==> src/plist_pkg.sv <==
`default_nettype none

package plist_pkg;

  localparam int LIST_DEPTH_DEF = 64;
  localparam int SCAN_MAX = 8;

  typedef enum logic [1:0] {
    REQ_INSERT = 2'd0,
    REQ_DELETE = 2'd1,
    REQ_FIND   = 2'd2,
    REQ_QUERY  = 2'd3
  } req_e;

  typedef enum logic [1:0] {
    ST_OK      = 2'd0,
    ST_RANGE   = 2'd1,
    ST_FULL    = 2'd2,
    ST_MISSING = 2'd3
  } status_e;

  typedef enum logic [1:0] {
    FS_IDLE,
    FS_SCAN,
    FS_HOLD
  } fsm_e;

  typedef enum logic [2:0] {
    CELL_HOLD,
    CELL_INSERT,
    CELL_DELETE,
    CELL_FIND,
    CELL_SCAN
  } cell_op_e;

  typedef struct packed {
    req_e               req_type;
    logic [6:0]         position;
    logic signed [31:0] value;
  } req_t;

  typedef struct packed {
    status_e            status;
    logic signed [31:0] removed_value;
    logic [6:0]         found_position;
    logic [6:0]         list_length;
    logic               is_empty;
  } rsp_t;

  typedef struct packed {
    cell_op_e           op;
    logic [6:0]         pos;
    logic signed [31:0] value;
  } cell_ctrl_t;

endpackage

`default_nettype wire

==> src/plist_cell.sv <==
`default_nettype none

module plist_cell #(
  parameter int LIST_DEPTH = 64,
  parameter int INDEX = 0
) (
  input  wire logic                                 clk,
  input  wire plist_pkg::cell_ctrl_t                ctrl,
  input  wire logic [$clog2(LIST_DEPTH+1)-1:0]      count,
  input  wire logic signed [31:0]                   left_data,
  input  wire logic signed [31:0]                   right_data,
  input  wire logic                                 hit_far,
  output logic signed [31:0]                        data,
  output logic                                      hit,
  output logic signed [31:0]                        pick
);
  import plist_pkg::*;

  localparam int CNT_W = $clog2(LIST_DEPTH + 1);
  localparam int CMP_W = (CNT_W > 7) ? CNT_W : 7;
  localparam logic [CMP_W-1:0] IDX = CMP_W'(INDEX);

  logic [CMP_W-1:0] pos_ext;
  logic [CMP_W-1:0] cnt_ext;

  assign pos_ext = CMP_W'(ctrl.pos);
  assign cnt_ext = CMP_W'(count);

  always_ff @(posedge clk) begin
    unique case (ctrl.op)
      CELL_INSERT: begin
        if (IDX > pos_ext) begin
          data <= left_data;
        end else if (IDX == pos_ext) begin
          data <= ctrl.value;
        end
      end
      CELL_DELETE: begin
        if (IDX >= pos_ext) begin
          data <= right_data;
        end
      end
      CELL_FIND: begin
        hit <= (IDX < cnt_ext) && (data == ctrl.value);
      end
      CELL_SCAN: begin
        hit <= hit_far;
      end
      default: begin
      end
    endcase
  end

  assign pick = (ctrl.op == CELL_DELETE && IDX == pos_ext) ? data : 32'sd0;

endmodule

`default_nettype wire

==> config.mk <==
export PLATFORM = sky130hd
export DESIGN_NAME = plist_cell
export DESIGN_NICKNAME = d
export VERILOG_FILES = /design/src/plist_pkg.sv /design/src/plist_cell.sv
export SDC_FILE = /design/constraint.sdc
export NUM_CORES = 1
export LEC_CHECK = 0
export ABC_AREA = 1
export BUFFER_PORTS_ARGS = -buffer_cell sky130_fd_sc_hd__buf_4
export CORE_ASPECT_RATIO = 0.8
export CORE_UTILIZATION = 40
export DETAILED_ROUTE_END_ITERATION = 8
export PLACE_DENSITY = 0.9
export SLEW_MARGIN = 25
export SYNTH_ARGS = -nofsm -noshare
export SYNTH_HDL_FRONTEND = slang
export SYNTH_SLANG_ARGS = --single-unit
==> constraint.sdc <==
create_clock -name clk -period 6.6 [get_ports clk]
set_input_delay 1.65 -clock clk [delete_from_list [all_inputs] [get_ports clk]]
set_output_delay 1.65 -clock clk [all_outputs]
set_load 0.05 [all_outputs]
==> metrics.md <==
| Metric | Value |
|---|---|
| CTS Hold Bufs | `0` |
| Switching pwr | `107 µW` |
| Syn avg cell area | `roughly 7.6 µm²` |
| CP max stage delay | `0.43 ns` |
| Crit. Startpoint | `ctrl[37]` |
| I/O pin cnt | `180` |
| Wire length per cell | `12.2 µm` |
| Max VDD drop | `85.9 µV` |
| Endpoint class of the critical path | `primary output` |
| CP Max Fanout | `32` |
| Final Routed Wirelength | `between 6000 and 7000 µm` |
| Critical-path cell list | `buf_4, nor3_1, nand3_4, nor2_1, buf_4` |
| CTS Buffer Depth | `2` |
| Post-CTS setup repair buffer count | `0` |
| Gpl congestion | `0.781` |
| Grt ovf | `0` |
| Crit path DAT | `3.06 ns` |
| Antenna diodes | `0` |
| H-tree depth | `2` |
| # resized after CTS | `0` |
| Sw frac | `0.233` |
| Combinational Power Share | `0.182` |
| Post-Place Cells | `between 500 and 600` |
| PD cells | `132 nW/µm²` |
| Setup_tns | `0 ns` |
| Vias per cell | `between 4 and 5` |
| Fillers | `435` |
| Sequential share of power | `0.511` |
| Max Slew Vio Count | `0` |
| Ys Warns | `0` |
| Minimum clock period | `about 4.7 ns` |
| Detail Route Antenna Nets | `0` |
| Clock transition at path regs | `approximately 0.07 ns` |
| #FFs+latches synth | `33` |
| Clock power frac | `0.307` |
| Via count | `2,305` |
| Area growth syn-to-layout | `54.4%` |
| Main area contributors after synthesis | `edfxtp_1 (44%), nand2_1 (20%), xnor2_1 (9.8%)` |
| Hold_sp | `data[10]$_DFFE_PP_` |
| Core area | `5210 µm²` |
| Die width | `85.7 µm` |
| Worst reg2reg path depth | `7` |
| Final period utilization | `0.713` |
| Status | `finished clean` |
| Mapped Cells | `~290` |
| Final setup fails | `0` |
| Largest net degree at the start of global routing | `40` |
| Hold Crit Class | `reg2reg` |
| GR Util All Layers | `0.211` |
| Starting Density | `0.430` |
| Die extent in y | `68.9 µm` |
| Distinct cells, synth | `18` |
| Critical path type | `in2out` |
| Total CTS buffers | `5` |
| IO Port Bufs | `147` |
| FF-to-FF Start | `data[19]$_DFFE_PP_` |
| Worst Path Required | `approximately 5.0 ns` |
| Worst setup SP type | `input port` |
| FP Rows | `23` |
| CTS tree | `done` |
| Final Non-Filler Cells | `517` |
| Most frequent CP cell | `buf_4` |
| CTS Root Cell | `clkbuf_8` |
| Peak Freq | `212 MHz` |
| Slew headroom | `0.683` |
| Router iterations before antenna repair | `4` |
| Hpwl dp | `4930 µm` |
| Antenna violations before repair | `0` |
| CP max stage cell | `nand3_4` |
| Full die area | `about 5900 µm²` |
| DRC viols | `0` |
| Nets | `~560` |
| Vias in the first global route | `2,072` |
| Leak Pwr | `around 1.8 nW` |
| Worst Tran Pin Value | `approximately 0.47 ns` |
| Worst hold stages | `5` |
| Max cap viols | `0` |
| CTS Sinks | `33` |
| Final hold vios | `0` |
| Internal power | `351 µW` |
| First-iteration detailed-routing DRC count | `63` |
| Clk_lat worst skew | `0.28 ns` |
| First-pass GRT wire length | `9490 µm` |
| Leading area contributor after synthesis | `edfxtp_1` |
| Clock skew | `0.00531 ns` |
| Register area share after synthesis | `0.442` |
| Share of the synthesized area in the top cell type | `0.442` |
| Share of cells above drive strength 1 | `0.385` |
| Synthesized Nets | `about 400` |
| Post-Syn Area | `around 2200 µm²` |
| Unrepaired setup endpoints after global routing | `false` |
-- cell families (layout without fill, tap and decap cells) --
kind of cell    after synthesis  in the layout  synth area share
simple gates                177            177             0.333
buf+inv                      51            199             0.107
flops                        33             33             0.442
xor+xnor                     26             26             0.102
compound gates                7              7            0.0156
-- worst max-delay path, delay by kind of cell --
family                 cells  cell delay [ns]
buffers and inverters      2             0.33
AND/OR/NAND/NOR            3             1.08
-- area by class of cell --
type                       instances  area, µm²  share of cell area
timing repair buffer             150       1130               0.325
clock inverter                     1       3.75             0.00108
clock buffer                       6       72.6              0.0210
tap                               75       93.8              0.0271
inverter                          42        158              0.0456
sequential                        33        991               0.286
multi-input combinational        210       1020               0.294
-- power groups by stage --
stage | clock network [mW] | logic, mW | registers (mW)
2_1_floorplan | 0 | 0.0310 | 0.241
3_3_place_gp | 0 | 0.0810 | 0.238
3_5_place_dp | 0 | 0.0839 | 0.238
4_1_cts | 0.145 | 0.0840 | 0.234
5_1_grt | 0.152 | 0.0929 | 0.234
6_report | 0.140 | 0.0834 | 0.234
-- sequential cells by signal, indices dropped and copies added, names as in the netlist --
name / cells
data: 32
hit: 1
-- metrics by stage --
stage	cell area [µm²]	hold WS, ns	power [mW]	utilization	setup WS [ns]
6_report	3460	0.887	0.457	0.664	1.89
5_1_grt	3460	0.956	0.479	0.664	1.75
4_1_cts	3460	0.903	0.463	0.664	1.86
3_5_place_dp	3380	0.884	0.322	0.650	1.86
3_3_place_gp	3380	0.883	0.319	0.650	1.94
2_1_floorplan	2240	1.12	0.272	-	0.937
-- Yosys cell counts (all sizes together) --
cell and n:
nor2 46, edfxtp 33, inv 42, o21ai 7
buf 9, nand4 3, nor4 2, nand2 121
xnor2 25, xor2 1, nor3 2, nand3 3
-- cells in the final DEF (no fill, tap or decap), drive strengths merged --
cell type,instances
buf,150
clkbuf,6
clkinv,1
edfxtp,33
inv,42
nand2,121
nand3,3
nand4,3
nor2,46
nor3,2
nor4,2
o21ai,7
xnor2,25
xor2,1
-- worst paths after layout --
kind,endpoint,slack (ns)
worst max-delay path,pick[13],1.89
worst min-delay path,hit$_DFFE_PP_,0.89
worst max register to register,hit$_DFFE_PP_,5.32
worst min register to register,hit$_DFFE_PP_,0.89
-- layer usage --
layer / track usage / vias to the layer above / wire [µm]
met5: 0 / - / 0
met1: 0.250 / 1027 / 2630
met4: 0.0563 / 0 / 22
met2: 0.391 / 95 / 3160
met3: 0.0512 / 2 / 465
li1: - / 1181 / -
(Power assumes the default switching activity.)
